**config.mk**
```make
export PLATFORM = sky130hd
export DESIGN_NAME = urd_cell
export DESIGN_NICKNAME = d
export VERILOG_FILES = /design/src/urd_pkg.sv /design/src/urd_cell.sv
export SDC_FILE = /design/constraint.sdc
export NUM_CORES = 1
export LEC_CHECK = 0
export BUFFER_PORTS_ARGS = -buffer_cell sky130_fd_sc_hd__buf_2
export CAP_MARGIN = 20
export CELL_PAD_IN_SITES_DETAIL_PLACEMENT = 1
export CELL_PAD_IN_SITES_GLOBAL_PLACEMENT = 1
export CORE_ASPECT_RATIO = 2
export CORE_UTILIZATION = 38
export DETAILED_ROUTE_END_ITERATION = 8
export PLACE_DENSITY = 0.85
export SYNTH_ARGS = -nofsm -noshare
export SYNTH_HDL_FRONTEND = slang
export SYNTH_SLANG_ARGS = --single-unit
```
**constraint.sdc**
```tcl
create_clock -name clk -period 8.5 [get_ports clk]
set_input_delay 0.85 -clock clk [delete_from_list [all_inputs] [get_ports clk]]
set_output_delay 0.85 -clock clk [all_outputs]
set_load 0.02 [all_outputs]
```
**src/urd_pkg.sv**
```systemverilog
// Shared types and constants for the unsigned restoring divider.
// No dependencies; used by every module of the block.
package urd_pkg;

  // Datapath width of the divider (4..64). Port fields stay 32 bits.
  localparam int unsigned WIDTH   = 32;
  localparam int unsigned FIELD_W = 32;

  // One pipeline slot, handed from cell to cell.
  typedef struct packed {
    logic             valid;
    logic [WIDTH-1:0] quo;
    logic [WIDTH-1:0] rem;
    logic [WIDTH-1:0] dsr;
  } urd_stage_t;

  // Finished result as seen on the port.
  typedef struct packed {
    logic [FIELD_W-1:0] quotient;
    logic [FIELD_W-1:0] remainder;
  } urd_result_t;

endpackage

```
**src/urd_cell.sv**
```systemverilog
// One restoring-division cell: shift, trial subtract, restore or set bit.
// Registers its slot each advancing cycle. Depends on urd_pkg.
module urd_cell (
  input  logic               clk,
  input  logic               rst,
  input  logic               advance,
  input  urd_pkg::urd_stage_t slot_in,
  output urd_pkg::urd_stage_t slot_out
);

  logic [urd_pkg::WIDTH:0]   shifted;
  logic [urd_pkg::WIDTH:0]   diff;
  logic                      fits;
  urd_pkg::urd_stage_t       slot_next;
  urd_pkg::urd_stage_t       slot;

  always_comb begin
    shifted = {slot_in.rem, slot_in.quo[urd_pkg::WIDTH-1]};
    diff    = shifted - {1'b0, slot_in.dsr};
    // no borrow out of the top bit: divisor fits
    fits    = ~diff[urd_pkg::WIDTH];

    slot_next       = slot_in;
    slot_next.quo   = {slot_in.quo[urd_pkg::WIDTH-2:0], fits};
    slot_next.rem   = fits ? diff[urd_pkg::WIDTH-1:0] : shifted[urd_pkg::WIDTH-1:0];
  end

  always_ff @(posedge clk) begin
    if (rst) begin
      slot.valid <= 1'b0;
    end else if (advance) begin
      slot <= slot_next;
    end
  end

  assign slot_out = slot;

endmodule

```
==> results of run 1 <==
-- tightest hold or removal path, cell delays in order, from the launching register on --
cell and delay (ns):
dfxtp_1 0.32, mux2i_1 0.06, nor2_1 0.07
-- area by class of cell --
type | count | area share [%]
repair buffers | 198 | 14.36
well taps | 189 | 3.410
multi-input cells | 298 | 33.31
flip-flops and latches | 97 | 41.86
clock inverters | 6 | 1.624
inverters | 38 | 2.057
clock buffers | 10 | 3.302
diodes | 2 | 0.07218
-- power by group --
group / total (mW) / switching [mW] / internal, mW
combinational: 0.360 / 0.210 / 0.150
clock: 0.470 / 0.180 / 0.289
sequential: 0.585 / 0.00962 / 0.576
total: 1.42 / 0.400 / 1.02
-- stage by stage --
step / area (um2) / setup slack, ns / hold slack, ns / cells / power, mW
6_report: 6934 / 4.398 / 0.4963 / 838 / 1.415
5_1_grt: 6934 / 4.259 / 0.5556 / 838 / 1.468
4_1_cts: 6929 / 4.341 / 0.4971 / 836 / 1.428
3_5_place_dp: 6588 / 4.053 / 0.4815 / 820 / 0.9558
3_3_place_gp: 6588 / 4.120 / 0.4707 / 820 / 0.9397
2_1_floorplan: 5410 / 2.814 / 0.5788 / 444 / 0.8419
-- kinds of logic after synthesis --
group,Yosys count,share of synthesized area (%)
adder cells (fa/ha/maj),33,7.771
buffers and inverters,49,3.885
XOR/XNOR,23,3.723
multiplexers,34,8.673
flip-flops,97,53.65
AND/OR/NAND/NOR,101,9.644
AO/OA/AOI/OAI,107,12.65
-- path summary, 6_finish.rpt --
path                             start  cells past startpoint  slack (ns)                         to
min reg2reg  slot_out[96]$_SDFFE_PP0P_                      2        0.50  slot_out[96]$_SDFFE_PP0P_
min          slot_out[96]$_SDFFE_PP0P_                      2        0.50  slot_out[96]$_SDFFE_PP0P_
max                         slot_in[0]                     12        4.40     slot_out[42]$_DFFE_PP_
max reg2reg  slot_out[96]$_SDFFE_PP0P_                      2        7.92  slot_out[96]$_SDFFE_PP0P_
-- routing by layer --
metal  wire length (um)  global-route usage [%]  up-vias
met1               4985                   19.02     2095
met5                  0                       0        -
met4                601                   12.83        0
met2               9887                   46.10      131
met3                652                   3.473       34
li1                   -                       -     2044
-- layout by cell type, fill, tap and decap left out, drive strengths merged, types with 3 or more instances in the layout --
cell / synthesis / routed
nand2: 27 / 27
a21bo: 3 / 3
and3: 4 / 4
ha: 32 / 32
nor3: 4 / 4
nand3: 10 / 10
a211oi: 3 / 3
a21o: 18 / 18
mux2i: 6 / 6
xor2: 10 / 10
mux2: 28 / 28
bufinv: 0 / 3
o21a: 5 / 5
and2: 3 / 3
nand4: 6 / 6
xnor2: 13 / 13
nand2b: 8 / 8
o21ai: 18 / 18
o21bai: 5 / 5
nor2: 20 / 20
edfxtp: 96 / 96
buf: 5 / 198
inv: 38 / 40
o211ai: 6 / 6
clkbuf: 6 / 10
and4: 3 / 3
a21oi: 39 / 39
nor2b: 6 / 6
==> summary.txt, run 1 <==
Status
  – Run status: completed

Yosys
  – Most frequent cell after synthesis: edfxtp_1
  – Top post-synthesis cells by count: 96 x edfxtp_1, 38 x a21oi_1, 38 x inv_1
  – Synthesized Nets: 577
  – Post-synthesis register bit count: 97
  – Yosys Warn Count: 0
  – Distinct cells, synth: 50
  – Top post-synthesis cells by area: edfxtp_1 53%, ha_1 7.4%, mux2_4 6.9%, a21oi_1 3.5%, inv_1 2.6%
  – EDFF count, synth: 96
  – Biggest area consumer among synthesized cells: edfxtp_1
  – Seq/Total Area, Yosys: around 54%
  – Post-synth top flop: edfxtp_1
  – Mapped Cells: about 440
  – Post-synth top area share: a little over half
  – Avg Cell Area, Syn: 12.19 um2
  – Mapped Area: 5410 um2
  – Async S/R FF share, synth: 0%

Setup path
  – CP Launch Type: primary input
  – Slowest cell delay on critical path: around 0.56 ns
  – Worst Path Max Fanout: 18
  – Crit-path slowest cell: nor2_4
  – Setup crit end kind: register
  – WP buf/inv: 2
  – Critical path data required time: 8.60 ns
  – Top delay family on crit path: compound AO/OA/AOI/OAI gates
  – Worst EP arrival: 4.20 ns
  – Crit Path Class: primary input to register
  – CP dominant cell by count: a21oi_1
  – Critical-path cell list: buf_2 > ha_1 > fa_1 > nand2b_1 > a21oi_1 > o211ai_1 > a21oi_1 > o31a_2 > mux2i_1 > nor2_4 > buf_4 > mux2_4

STA
  – Setup TNS: 0 ns
  – Worst Tran Pin Value: around 0.91 ns
  – Tcrit/Tclk final: 48.25%
  – Final slew viol count: 0
  – Slew margin rel.: 39.35%
  – FMAX: ~240 MHz
  – RSZ-0062 raised after global routing: false
  – Max Clock Skew: 0 ns
  – Hold Violations, Final: 0
  – Period minus WS final: 4.102 ns
  – Finish-stage setup viols: 0

Placement
  – Dpl hpwl: 12.97 mm
  – Gpl congestion: 0.8236
  – Buffers added on ports: ~200

Floorplanning
  – Core Box Area: 13890 um2
  – Initial core utilization: 38.95%
  – Die W: 86.37 um
  – Die height: between 150 and 200 um
  – Std cell rows: 61
  – Die Area: 14750 um2
  – Io pins: 197

Pwr
  – Peak supply drop: about 96 uV
  – PD cells: 204.1 nW/um2
  – P_leak: around 3.2 nW

Clock tree
  – Setup Buffers After CTS: 0
  – Clock Tree Buf Depth: 2
  – Root buffer cell: clkbuf_16
  – Worst skew pair latency: 0.34 ns
  – Clock Sinks: 97
  – CTS H-tree depth: 3
  – Hold buffer count at CTS: 0
  – Post-CTS Resized: 0
  – Total CTS buffers: 9
  – Worst-path clk slew: 0.06 ns
  – CTS tree: done

Drt
  – Total Wirelength: 16.13 mm
  – DR iter-0 viols: between 100 and 150
  – Pre-Repair DR Iteration Count: 4
  – Drt drc: 0
  – WL/cell: 19.24 um
  – DR vias/cell: just over 5
  – Antenna-violating nets left: 0
  – Vias: ~4300

Final layout
  – Util after Layout: 49.92%
  – Area Growth Syn to Fin: 28.17%
  – Area of the multi-input gates: around 2300 um2
  – Fillers: 1600
  – Net count reported at finish: 775
  – Register area: approximately 2900 um2
  – Layout cell share with drive strength beyond 1: 38.49%
  – Max reg flops: 97

Worst hold path
  – Worst hold path class: register to register

GRT
  – Initial antenna violation count: 2
  – Grt ovf: 0
  – First-pass GRT wire length: 24.48 mm
  – Gr usage total: 22.32%
  – Largest net degree at the start of global routing: just under 70
  – Vias in the first global route: ~4800

Flow run
  – Max-Cap Viols: 0
No activity file was read; power rests on OpenSTA's default activity.
==> run 2: changes to the inputs <==
CORE_UTILIZATION = 35   (was 38)
PLACE_DENSITY = 0.82   (was 0.85)
clock period = 3.7 ns   (was 8.5 ns; I/O delays follow)
==> run 2 against run 1 <==
  * Sequential share of layout area shrank 0.20 points
  * Hold slack got worse by 0.30 ns
  * Global-route usage shrank 2.5 points
  * Register-to-register slack worse by 4.8 ns
  * Cell count rose by 1.3%
  * Cell area rose by 0.47%
  * Die area is 8.4% higher
  * Flip-flop and latch count unchanged
  * Core utilization shrank 4.1 points
  * Largest power group unchanged
==> summary.txt, run 2 (synthesized netlist as in run 1, its figures left out) <==
Status
  – Run status: completed

Setup path
  – Crit Path Class: primary input to register
  – Critical path data required time: 3.81 ns (-4.79 ns)
  – Worst EP arrival: 3.08 ns (-1.12 ns)
  – FF-to-FF End: slot_out[96]$_SDFFE_PP0P_
  – Setup crit end: slot_out[57]$_DFFE_PP_
  – R2R Path Start: slot_out[96]$_SDFFE_PP0P_
  – CP Launch Type: primary input
  – R2R depth: 2 (unchanged)
  – Setup crit end kind: register
  – Worst Path Max Fanout: 4 (-14)
  – Crit path from: slot_in[1]
  – Register-to-register setup slack: 3.10 ns (-4.82 ns)

Clock tree
  – Root buffer cell: clkbuf_16
  – Post-CTS Resized: 0 (unchanged)
  – Total CTS buffers: 9 (unchanged)
  – Setup Buffers After CTS: 0 (unchanged)
  – Worst-path clk slew: 0.08 ns (+0.02 ns)
  – CTS H-tree depth: 3 (unchanged)
  – Worst skew pair latency: 0.34 ns (about the same)
  – Clock Tree Buf Depth: 2 (unchanged)
  – Clock Sinks: 97 (unchanged)
  – Hold buffer count at CTS: 0 (unchanged)
  – CTS tree: done

GRT
  – Initial antenna violation count: 2 (unchanged)
  – Largest net degree at the start of global routing: 97 (+43%)
  – Gr usage total: 19.78% (-2.5 points)
  – First-pass GRT wire length: 24.18 mm (-1.2%)
  – Vias in the first global route: 4811 (+0.80%)
  – M3 GR Usage: 2.828% (-0.65 points)
  – Most Crowded Layer GR: met2
  – GRT met1 Usage: 17.12% (-1.9 points)
  – Grt ovf: 0 (unchanged)
  – Met2 usage: 40.35% (-5.7 points)

Final layout
  – Area Growth Syn to Fin: 28.77%
  – Fillers: 1755 (+9.7%)
  – Max reg flops: 97 (unchanged)
  – Net count reported at finish: 776 (+0.13%)
  – Most common cell after layout, fill and taps aside: buf_2
  – Layout cell share with drive strength beyond 1: 38.58% (+0.095 points)
  – Util after Layout: 45.79% (-4.1 points)
  – Highest-count cells in the layout ignoring fill and taps: 196 x buf_2, 96 x edfxtp_1, 38 x inv_1, 38 x a21oi_1, 32 x ha_1

Pwr
  – Switching part of the total: 29.15% (+0.91 points)
  – P_leak: 3.155 nW (about the same)
  – Peak supply drop: 214.6 uV (+120%)
  – Gate power share: 25.9% (+0.5 points)
  – Int Pwr: 2.280 mW (+120%)
  – Clock share of power: 32.4% (-0.8 points)
  – Sw Pwr: 0.9380 mW (+130%)
  – Flop pwr share: 41.8% (+0.4 points)
  – PD cells: 461.9 nW/um2 (+130%)

Flow run
  – Max-Cap Viols: 0 (unchanged)

Floorplanning
  – Io pins: 197 (unchanged)
  – Die Area: 15990 um2 (+8.4%)
  – Initial core utilization: 35.56% (-3.4 points)
  – Die W: 89.92 um (+4.1%)
  – Die height: 177.8 um (+4.1%)
  – Core Box Area: 15210 um2 (+9.5%)
  – Std cell rows: 64 (+4.9%)

Drt
  – Pre-Repair DR Iteration Count: 4 (unchanged)
  – DR iter-0 viols: 135 (-3.6%)
  – DR vias/cell: 5.124 (-0.24%)
  – Vias: 4350 (+1.1%)
  – Antenna-violating nets left: 0 (unchanged)
  – Total Wirelength: 15.81 mm (-2.0%)
  – Drt drc: 0 (unchanged)
  – WL/cell: 18.62 um (-3.3%)

STA
  – Finish-stage setup viols: 0 (unchanged)
  – Slew margin rel.: 64.29% (+25 points)
  – Setup TNS: 0 ns (unchanged)
  – Tcrit/Tclk final: between 80% and 90%
  – Max Clock Skew: 0 ns (unchanged)
  – RSZ-0062 raised after global routing: false
  – Worst Tran Pin Value: 0.5332 ns (-0.3746 ns)
  – Final slew viol count: 0 (unchanged)
  – Period minus WS final: 2.962 ns
  – Hold Violations, Final: 0 (unchanged)
  – FMAX: 337.6 MHz

Placement
  – Dpl hpwl: 12.52 mm (-3.5%)
  – Buffers added on ports: 196 (unchanged)
  – Gpl congestion: 0.8692 (+5.5%)

Worst hold path
  – Worst hold path class: primary input to register
## run 2: cell count changes in the layout (fill, tap and decap cells not counted)
cell,change
buf_12,+2
clkinvlp_4,+1
inv_8,+2
inv_6,-1
bufinv_16,-1
buf_4,-1
clkinv_2,-1
diode_2,+1
## run 2: power groups by stage
stage	combinational (mW)	clock [mW]	sequential, mW
floorplan	0.444	0	1.49
global placement	0.798	0	1.36
finish	0.832	1.04	1.34
global route	0.897	1.09	1.35
CTS	0.836	1.06	1.35
detailed placement	0.831	0	1.37
## run 2: worst max-delay path: stages
cell and delay (ns):
buf_2 0.13, inv_1 0.06, ha_1 0.29, nor2b_1 0.16, o2111a_1 0.28, o21ai_0 0.39
a21oi_1 0.25, a31oi_1 0.50, o21ai_0 0.20, xor2_1 0.18, mux2_4 0.27
## run 2: area by class of cell
class	instances	area, um2	share of cell area, %
clock inverter	6	98.84	1.419
clock buffer	10	229.0	3.287
multi-input combinational	298	2310	33.15
antenna	3	7.507	0.1078
inverter	38	142.6	2.047
tap	198	247.7	3.556
sequential	97	2903	41.67
timing repair buffer	199	1028	14.76
## run 2: metal layers
layer  wire length (um)  part of all wire [%]
met5                  0                     0
met4                897                   5.7
met2               9373                    59
met1               5004                    32
met3                531                   3.4
## run 2: worst min path at each step
stage                     depth (start not counted)                   endpoint                       from
final                                             1     slot_out[88]$_DFFE_PP_                slot_in[87]
after CTS                                         1     slot_out[88]$_DFFE_PP_                slot_in[87]
after floorplan                                   1  slot_out[96]$_SDFFE_PP0P_                        rst
after global routing                              1     slot_out[77]$_DFFE_PP_                slot_in[76]
after detailed placement                          2  slot_out[96]$_SDFFE_PP0P_  slot_out[96]$_SDFFE_PP0P_
after global placement                            2  slot_out[96]$_SDFFE_PP0P_  slot_out[96]$_SDFFE_PP0P_
## run 2: per-stage QoR
step | total power, mW | instance area, um2 | std cells | hold slack [ns] | worst slack [ns]
4_1_cts | 3.245 | 6959 | 846 | 0.1821 | 0.7140
2_1_floorplan | 1.931 | 5413 | 444 | 0.4424 | 0.3877
6_report | 3.218 | 6967 | 849 | 0.1930 | 0.7378
5_1_grt | 3.343 | 6964 | 848 | 0.1870 | 0.5668
3_5_place_dp | 2.199 | 6631 | 830 | 0.5015 | 0.3266
3_3_place_gp | 2.163 | 6631 | 830 | 0.4688 | 0.4439
