[src/urd_pkg.sv]
// Shared types and constants for the unsigned restoring divider.
// No dependencies; used by every module of the block.
package urd_pkg;

  // Datapath width of the divider (4..64). Port fields stay 32 bits.
  localparam int unsigned WIDTH   = 32;
  localparam int unsigned FIELD_W = 32;

  // One pipeline slot, handed from cell to cell.
  typedef struct packed {
    logic             valid;
    logic [WIDTH-1:0] quo;
    logic [WIDTH-1:0] rem;
    logic [WIDTH-1:0] dsr;
  } urd_stage_t;

  // Finished result as seen on the port.
  typedef struct packed {
    logic [FIELD_W-1:0] quotient;
    logic [FIELD_W-1:0] remainder;
  } urd_result_t;

endpackage

[src/urd_out_buf.sv]
// Output register with a skid slot between the cell chain and the result port.
// Depends on urd_pkg.
module urd_out_buf (
  input  logic                 clk,
  input  logic                 rst,
  input  logic                 pipe_valid,
  input  urd_pkg::urd_result_t pipe_data,
  output logic                 advance,
  output logic                 res_valid,
  input  logic                 res_stall,
  output urd_pkg::urd_result_t res_data
);

  logic                 out_valid;
  urd_pkg::urd_result_t out_data;
  logic                 skid_valid;
  urd_pkg::urd_result_t skid_data;
  logic                 out_free;

  // chain only moves while the skid slot is empty
  assign advance  = ~skid_valid;
  assign out_free = ~out_valid | ~res_stall;

  always_ff @(posedge clk) begin
    if (rst) begin
      out_valid  <= 1'b0;
      skid_valid <= 1'b0;
    end else if (out_free) begin
      if (skid_valid) begin
        out_valid  <= 1'b1;
        out_data   <= skid_data;
        skid_valid <= 1'b0;
      end else begin
        out_valid <= pipe_valid;
        out_data  <= pipe_data;
      end
    end else if (advance && pipe_valid) begin
      skid_valid <= 1'b1;
      skid_data  <= pipe_data;
    end
  end

  assign res_valid = out_valid;
  assign res_data  = out_data;

endmodule

[config.mk]
export PLATFORM = sky130hd
export DESIGN_NAME = urd_out_buf
export DESIGN_NICKNAME = d
export VERILOG_FILES = /design/src/urd_pkg.sv /design/src/urd_out_buf.sv
export SDC_FILE = /design/constraint.sdc
export NUM_CORES = 1
export LEC_CHECK = 0
export BUFFER_PORTS_ARGS = -buffer_cell sky130_fd_sc_hd__buf_2
export CAP_MARGIN = 0
export CORE_UTILIZATION = 32
export DETAILED_ROUTE_END_ITERATION = 6
export SETUP_SLACK_MARGIN = 0.5
export SYNTH_ARGS = -nofsm -noshare
export SYNTH_HDL_FRONTEND = slang
export SYNTH_SLANG_ARGS = --single-unit
[constraint.sdc]
create_clock -name clk -period 11.87 [get_ports clk]
set_input_delay 1.7805 -clock clk [delete_from_list [all_inputs] [get_ports clk]]
set_output_delay 1.7805 -clock clk [all_outputs]
set_load 0.05 [all_outputs]
==> summary.md, run 1 <==
| Metric | Value |
|---|---|
| Top-count cell post-synth | edfxtp_1 |
| Initial antenna violation count | 0 |
| Worst EP arrival | 2.98 ns |
| Peak VDD IR | 0.0938 mV |
| RSZ-0062 raised after global routing | false |
| Mapped Cells | 208 |
| Worst Path Max Fanout | between 60 and 70 |
| Post-DRT Antenna Nets | 0 |
| First-pass GRT wire length | 12.5 mm |
| 1st-iter DRT viols | around 150 |
| RR Startpoint | skid_valid |
| Vias | 2433 |
| Main combinational cell family by area after synthesis | multiplexers |
| Layout cells sized above 1 | 0.550 |
| Total Wirelength | between 8 and 9 mm |
| Reg2reg end | skid_data[1] |
| Cell Area, Synth | 4710 um^2 |
| Max_cap viols | 0 |
| Status | finished, final reports clean |
| CTS tree | yes |
| Drt drc | 0 |
| Post-route minimum period | 2.95 ns |
| First-pass DRT Iterations | 4 |
| Cell taking the most area after synthesis | edfxtp_1 |
| Vias in the first global route | 2436 |
| CTS Buf Count | 17 |
| Pwr/cell area | 193 nW/um^2 |
| CTS Buffer Depth | 2 |
| Worst-Skew Late Latency | 0.41 ns |
| Clock transition at the registers of the reported paths | roughly 0.050 ns |
| Post-synthesis xor/xnor area fraction | 0 |
| Detail Placement HPWL | slightly above 5 mm |
| Most instantiated cells after synthesis | 128 x edfxtp_1, 37 x mux2_2, 27 x mux2_1, 4 x buf_6, 3 x buf_2 |
| GP Congestion | 0.630 |
| Max-slew headroom | 0.402 |
| Compound-gate portion of the synthesized area | 0.00213 |
| Worst Clk Skew | approximately 0.0085 ns |
| HP Start | skid_data[42] |
| Row cnt | 43 |
| Syn_nets | ~280 |
| Flop-to-flop setup slack | 9.64 ns |
| DR WL/cell | ~15 um |
| # diodes | 0 |
| Die height | 123 um |
| IO Count | 134 |
| Cts repair resizes | 0 |
| Vias per inst | 4.43 |
| FILL cells | between 1k and 1.5k |
| CTS sink count | 130 |
| CP Class | primary input to flop |
| Multiplexer share of the synthesized area | 0.153 |
| Reg2Reg Depth | 3 |
| CP Capture Type | flop |
| Area contributors post-synth | edfxtp_1 82%, mux2_2 8.9%, mux2_1 6.5% |
| Prevailing post-synth register cell | edfxtp_1 |
| Starting density of the core | 0.334 |
| I/O Buffers | approximately 130 |
| Kind of start point of the critical path | primary input |
| Area grow syn2layout | 32.4% |
| Total core area | around 14000 um^2 |
| Register area share after synthesis | 0.825 |
| # setup viols final | 0 |
| Hold-fix buffers at CTS | 0 |
| Max frequency | 0.339 GHz |
| GRT Total Usage | 0.116 |
| Synth Area in Adders | 0 |
| Clk root buf | clkbuf_16 |
| Die ar. | roughly 15000 um^2 |
| Maximum number of pins on one net before global-route repair | 67 |
| Die Width | approximately 120 um |
| H-tree Lvls | 4 |
| Worst EP required | 11.90 ns |
| Syn. warnings | 0 |
| Leak pwr | 2.32 nW |
| Total grt overflow | 0 |
| Sum Neg Setup Slack | 0 ns |
| FF+latch count, synth | 130 |
| Hold WS | between 0.5 and 0.6 ns |
| Final Max Tran Viols | 0 |
| Fin nets | ~420 |
| WHS Endpoint | res_data[42] |
| Final Hold Fails | 0 |
| WHS Path Cells | 1 |
| Number of synthesized flops with an enable pin | 128 |
| Ys async rst share | 0 |
| Simple-gate portion of the synthesized area | 0.00585 |
| Fin crit share | 0.249 |
| Synth Area per Inst | 22.6 um^2 |
| Share of the synthesized area in the top cell type | 0.817 |
| Hold Path Class | flop to flop |
| Slew @ Worst Pin | 0.897 ns |
| Post-CTS Setup Bufs | 0 |
| Distinct cell type count after synthesis | 12 |
stage by stage:
step                std cells  cell area [um^2]  setup WS [ns]   util  total power [mW]
global route              549              6230           8.82  0.442              1.24
CTS                       549              6230           8.92  0.442              1.22
finish                    549              6230           8.92  0.442              1.20
detailed placement        517              5580           8.49  0.396             0.641
global placement          517              5580           8.52  0.396             0.639
floorplan                 208              4710           5.93      -             0.610
layout make-up:
cell class / count / area (um^2) / share of cell area
Timing Repair Buffer: 136 / 688 / 0.110
Sequential cell: 130 / 3890 / 0.624
Clock buffer: 21 / 440 / 0.0707
Multi-Input combinational cell: 70 / 778 / 0.125
Clock inverter: 11 / 208 / 0.0333
Tap cell: 180 / 225 / 0.0361
Inverter: 1 / 3.75 / 0.000602
sequential cells by signal, summed over array words and instances (netlist names):
register	count
res_valid	1
skid_valid	1
skid_data	64
res_data	64
critical path, stage by stage:
cell	delay, ns
buf_2	0.11
nand2_1	0.11
nor4b_4	0.23
buf_4	0.71
placed cells by master, fill, tap and decap left out, drive strengths merged:
| master | count |
|---|---|
| a21oi | 2 |
| buf | 136 |
| bufinv | 6 |
| clkbuf | 21 |
| clkinv | 4 |
| dfxtp | 2 |
| edfxtp | 128 |
| inv | 2 |
| mux2 | 64 |
| nand2 | 1 |
| nor2 | 1 |
| nor3 | 1 |
| nor4b | 1 |
worst max path at each step:
stage | start | end | slack [ns] | cells past startpoint
final | res_stall | skid_data[1] | 8.92 | 4
after global routing | res_stall | skid_data[51] | 8.82 | 4
after CTS | res_stall | skid_data[49] | 8.92 | 4
after detailed placement | res_stall | skid_data[3] | 8.49 | 4
after global placement | res_stall | skid_data[2] | 8.52 | 4
after floorplan | res_stall | skid_data[0] | 5.93 | 2
report_power, final:
part	internal [mW]	leakage, nW	total, mW	switching [mW]
clock	0.392	0.317	0.570	0.178
sequential	0.526	1.21	0.531	0.00460
combinational	0.0271	0.792	0.0994	0.0723
total	0.946	2.32	1.20	0.255
cells by family after synthesis:
logic type / count (synthesis)
DFF: 130
muxes: 64
AOI/OAI and AO/OA: 2
and+or+nand+nor: 4
buffers and inverters: 8
per-layer routing:
layer  GRT usage  part of all wire
met2       0.178              0.50
met5           0                 0
met3      0.0466             0.072
met1       0.136              0.41
met4      0.0745             0.018
Power figures use the tool's default switching activity.
==> inputs of run 2 (changes only) <==
==> constraint.sdc (replaced) <==
create_clock -name clk -period 2.98 [get_ports clk]
set_input_delay 0.447 -clock clk [delete_from_list [all_inputs] [get_ports clk]]
set_output_delay 0.447 -clock clk [all_outputs]
set_load 0.05 [all_outputs]
==> run 2 against run 1 <==
Compared with the run above:
- clock power grew to 3.4 times the previous value
- critical path depth shrank 2
- clock skew grew 0.00086 ns
- first-iteration DRC count is 5.8% lower
- die area unchanged
- core utilization down 0.74 points
- sequential power increased to 4.0 times the previous value
- critical path type is now flop to output port
- largest power group is now registers
==> summary.md, run 2 (synthesized netlist as in run 1, its figures left out) <==
| Metric | Value |
|---|---|
| Status | finished, final reports clean |
| CP Capture Type | output port |
| Total Wirelength | 8.15 mm |
| GP Congestion | 0.707 |
| Max frequency | 0.479 GHz |
| Initial antenna violation count | 0 |
| Clk network pwr share | 0.432 |
| Post-DRT Antenna Nets | 0 |
| Post-CTS Setup Bufs | 0 |
| 1st-iter DRT viols | 145 |
| Fin crit share | 0.701 |
| Final Hold Fails | 0 |
| Peak VDD IR | roughly 0.31 mV |
| Die height | 123 um |
| Sequential share of power | 0.480 |
| Area grow syn2layout | 30.2% |
| CTS Buf Count | 17 |
| Worst slack, placed | 1.17 ns |
| I/O Buffers | 133 |
| Total grt overflow | 0 |
| Most common cell after layout, fill and taps aside | buf_2 |
| H-tree Lvls | 4 |
| # setup viols final | 0 |
| Starting density of the core | 0.334 |
| Hold-fix buffers at CTS | 0 |
| Die Width | 123 um |
| Pwr/cell area | 721 nW/um^2 |
| Vias per inst | between 4 and 5 |
| Drt drc | 0 |
| CTS tree | yes |
| Die ar. | between 15000 and 20000 um^2 |
| Layout cells sized above 1 | 0.539 |
| Pwr Total | 4.42 mW |
| Worst-Skew Late Latency | 0.41 ns |
| Max_cap viols | 0 |
| GRT Total Usage | 0.115 |
| Slew @ Worst Pin | 0.888 ns |
| Post-Layout Cell Count | 549 |
| Area of the multi-input gates | 778 um^2 |
| Max-slew headroom | 0.408 |
| Flop-to-flop setup slack | about 1.2 ns |
| NetSw | 1.00 mW |
| Fin nets | 424 |
| Total core area | 14100 um^2 |
| Leak pwr | between 2 and 2.5 nW |
| Logic pwr share | 0.088 |
| DR WL/cell | approximately 15 um |
| Hold Path Class | primary input to flop |
| Clk root buf | clkbuf_16 |
| # diodes | 0 |
| Power Internal | approximately 3.4 mW |
| Clock transition at the registers of the reported paths | 0.05 ns |
| Post-route minimum period | 2.09 ns |
| CTS sink count | between 100 and 150 |
| Kind of start point of the critical path | flop |
| Worst Clk Skew | 0.00937 ns |
| Worst Path Max Fanout | 67 |
| First-pass GRT wire length | 12.6 mm |
| Final Max Tran Viols | 0 |
| Hold WS | 0.223 ns |
| Cts repair resizes | 0 |
| Vias | approximately 2.4k |
| FILL cells | 1297 |
| Maximum number of pins on one net before global-route repair | 68 |
| Sw frac | 0.227 |
| Sequential Area | approximately 3900 um^2 |
| Layout Utilization | 0.435 |
| Worst EP required | 2.53 ns |
| Most frequent cells in the layout | 133 x buf_2, 128 x edfxtp_1, 37 x mux2_2 |
| Post-Place Cells | 517 |
| Detail Placement HPWL | 5.30 mm |
| Row cnt | 43 |
| CP Class | flop to output port |
| Vias in the first global route | 2461 |
| First-pass DRT Iterations | 4 |
| RSZ-0062 raised after global routing | false |
| Worst EP arrival | 1.64 ns |
| Final worst slack | 0.890 ns |
| IO Count | ~130 |
| CTS Buffer Depth | 2 |
## run 2: critical path: stages (launching register included)
cell     delay, ns
dfxtp_4       0.90
inv_1         0.08
buf_2         0.24
## run 2: cell type report
cell class / instances / share of cell area
inverters: 1 / 0.000613
multi-input cells: 70 / 0.127
flip-flops and latches: 130 / 0.635
clock inverters: 9 / 0.0151
repair buffers: 136 / 0.112
clock buffers: 23 / 0.0731
well taps: 180 / 0.0368
## run 2: stage by stage
stage	setup TNS (ns)	cell area (um^2)
floorplan	-12.07	4730
finish	0	6130
CTS	0	6130
global placement	0	5590
detailed placement	0	5590
global route	0	6130
## run 2: path summary, 6_finish.rpt
check,startpoint,end,cells after the start
max reg2reg,skid_valid,skid_data[30],2
min reg2reg,skid_data[58],res_data[58],1
min,pipe_data[54],skid_data[54],1
max,skid_valid,advance,2
## run 2: power by group through the flow
stage | Combinational [mW] | Clock (mW) | Sequential [mW]
2_1_floorplan | 0.0775 | 0 | 2.35
3_3_place_gp | 0.391 | 0 | 2.16
3_5_place_dp | 0.395 | 0 | 2.16
4_1_cts | 0.396 | 1.96 | 2.12
5_1_grt | 0.415 | 2.03 | 2.13
6_report | 0.390 | 1.91 | 2.12
## run 2: per-layer routing
metal,vias to the layer above,track usage,part of all wire
met5,-,0,0
met4,0,0.0633,0.021
met3,16,0.0489,0.084
met2,97,0.168,0.45
met1,1173,0.144,0.44
li1,1129,-,-
==> inputs of run 3 (changes only) <==
==> constraint.sdc (replaced) <==
create_clock -name clk -period 2.1 [get_ports clk]
set_input_delay 0.315 -clock clk [delete_from_list [all_inputs] [get_ports clk]]
set_output_delay 0.315 -clock clk [all_outputs]
set_load 0.05 [all_outputs]
==> run 3 against run 2 <==
Compared with the run above:
- setup slack lost 0.33 ns
- sequential power is 42% higher
- die area did not move
- via count is 2.2% higher
- count of clock-buffer cells in the layout decreased by 2
- flip-flop and latch count did not move
- register-to-register slack worse by 0.65 ns
==> summary.md, run 3 (synthesized netlist as in run 1, its figures left out) <==
| Metric | Value |
|---|---|
| Status | finished, final reports clean |
| Vias per inst | 4.41 |
| Pwr Total | 6.57 mW |
| CTS Buf Count | 17 |
| Max frequency | about 0.65 GHz |
| Slew @ Worst Pin | 0.369 ns |
| Vias | 2469 |
| GRT met3 Usage | 0.0475 |
| Max-slew headroom | 0.753 |
| Row cnt | 43 |
| Post-route minimum period | 1.54 ns |
| CP Cell Sequence | buf_8, nor4b_4, buf_12 |
| Clk network pwr share | 0.455 |
| Peak per-stage delay on the critical path | 0.42 ns |
| Crit path launch | skid_valid |
| CTS Buffer Depth | 2 |
| First-pass GRT wire length | roughly 13 mm |
| Most common cell after layout, fill and taps aside | buf_2 |
| Final Hold Fails | 0 |
| I/O Buffers | 133 |
| Layout cells sized above 1 | 0.566 |
| Post-Place Cells | between 500 and 600 |
| Leak pwr | 2.39 nW |
| Total core area | 14100 um^2 |
| H-tree Lvls | 4 |
| 1st-iter DRT viols | approximately 120 |
| Fin crit share | 0.731 |
| Kind of start point of the critical path | flop |
| Worst EP required | 2.20 ns |
| Hold-fix buffers at CTS | 0 |
| Post-Layout Cell Count | between 500 and 600 |
| Die ar. | 15200 um^2 |
| GP Congestion | approximately 0.66 |
| Vias in the first global route | 2520 |
| RR Startpoint | skid_valid |
| Post-DRT Antenna Nets | 0 |
| Clock transition at the registers of the reported paths | 0.06 ns |
| Hold Path Class | primary input to flop |
| Layout Utilization | 0.451 |
| RSZ-0062 raised after global routing | false |
| Initial antenna violation count | 0 |
| Drt drc | 0 |
| Peak VDD IR | 0.545 mV |
| Worst Clk Skew | 0.0100 ns |
| Reg2Reg Depth | 3 |
| Met1 track demand over resource | 0.149 |
| Total Wirelength | between 8 and 9 mm |
| Flop-to-flop setup slack | 0.56 ns |
| Power Internal | 5.11 mW |
| Area grow syn2layout | 35.1% |
| CTS tree | yes |
| Worst Path Max Fanout | 32 |
| GRT Total Usage | 0.120 |
| Global route hottest layer | met2 |
| Fin nets | 435 |
| Sequential share of power | 0.456 |
| Worst-Skew Late Latency | 0.41 ns |
| Starting density of the core | 0.334 |
| Met2 usage | 0.183 |
| Detail Placement HPWL | 5.27 mm |
| Reg2reg end | skid_data[37] |
| Sw frac | 0.221 |
| Final Max Tran Viols | 0 |
| CP max stage cell | nor4b_4 |
| Maximum number of pins on one net before global-route repair | 65 |
| Max_cap viols | 0 |
| NetSw | 1.45 mW |
| Pwr/cell area | 1030 nW/um^2 |
| Die Width | 123 um |
| CTS sink count | 130 |
| Worst EP arrival | between 1.5 and 2 ns |
| Clk root buf | clkbuf_16 |
| CP Capture Type | flop |
| CP Class | flop to flop |
| Logic pwr share | 0.089 |
| # setup viols final | 0 |
| # diodes | 0 |
| Total grt overflow | 0 |
| Most frequent cells in the layout | 132 x buf_2, 128 x edfxtp_1, 37 x mux2_2 |
| Critical path destination | skid_data[37] |
| First-pass DRT Iterations | 4 |
| DR WL/cell | about 15 um |
| IO Count | 134 |
| Die height | 123 um |
-- run 3: worst min-delay path by stage --
stage,cells past startpoint,from,endpoint,slack [ns]
2_1_floorplan,1,rst,res_valid,0.37
3_3_place_gp,1,pipe_data[56],skid_data[56],0.51
3_5_place_dp,1,pipe_data[36],skid_data[36],0.51
4_1_cts,1,pipe_data[17],skid_data[17],0.07
5_1_grt,1,pipe_data[36],skid_data[36],0.08
6_report,1,pipe_data[17],skid_data[17],0.1
-- run 3: what timing repair did --
item | 4_1_cts | 5_1_grt
resized for setup | 0 | 1
gates cloned | 1 | 0
buffers inserted | 3 | 6
endpoints found under the setup margin | 1 | 1
-- run 3: stage by stage --
step	instance area, um^2	setup slack, ns	TNS (ns)	hold slack (ns)
floorplan	4730	-1.07	-108.22	0.374
global route	6360	0.518	0	0.0752
CTS	6310	0.521	0	0.0677
global placement	5640	0.552	0	0.508
detailed placement	5640	0.520	0	0.506
finish	6360	0.564	0	0.0953
-- run 3: critical path, delay by kind of cell, from the launching register on --
family        cells  cell delay, ns
buf+inv           2            0.42
simple gates      1            0.42
flops             1            0.36
-- run 3: layer usage --
metal,vias up,routed length [um]
met5,-,0
met4,0,159
met3,16,588
met2,91,3950
met1,1205,3820
li1,1157,-
-- run 3: power groups by stage --
stage	registers (mW)	clock network (mW)	logic (mW)
3_5_place_dp	3.05	0	0.573
5_1_grt	3.01	3.17	0.616
6_report	3.00	2.99	0.581
4_1_cts	3.00	3.06	0.587
3_3_place_gp	3.05	0	0.567
2_1_floorplan	3.33	0	0.110
-- run 3: layout make-up --
cell class | count | area [um^2]
sequential | 130 | 3890
fill | 1267 | 7740
clock inverter | 11 | 161
tap | 180 | 225
inverter | 1 | 3.75
multi-input combinational | 70 | 778
timing repair buffer | 147 | 856
clock buffer | 21 | 440
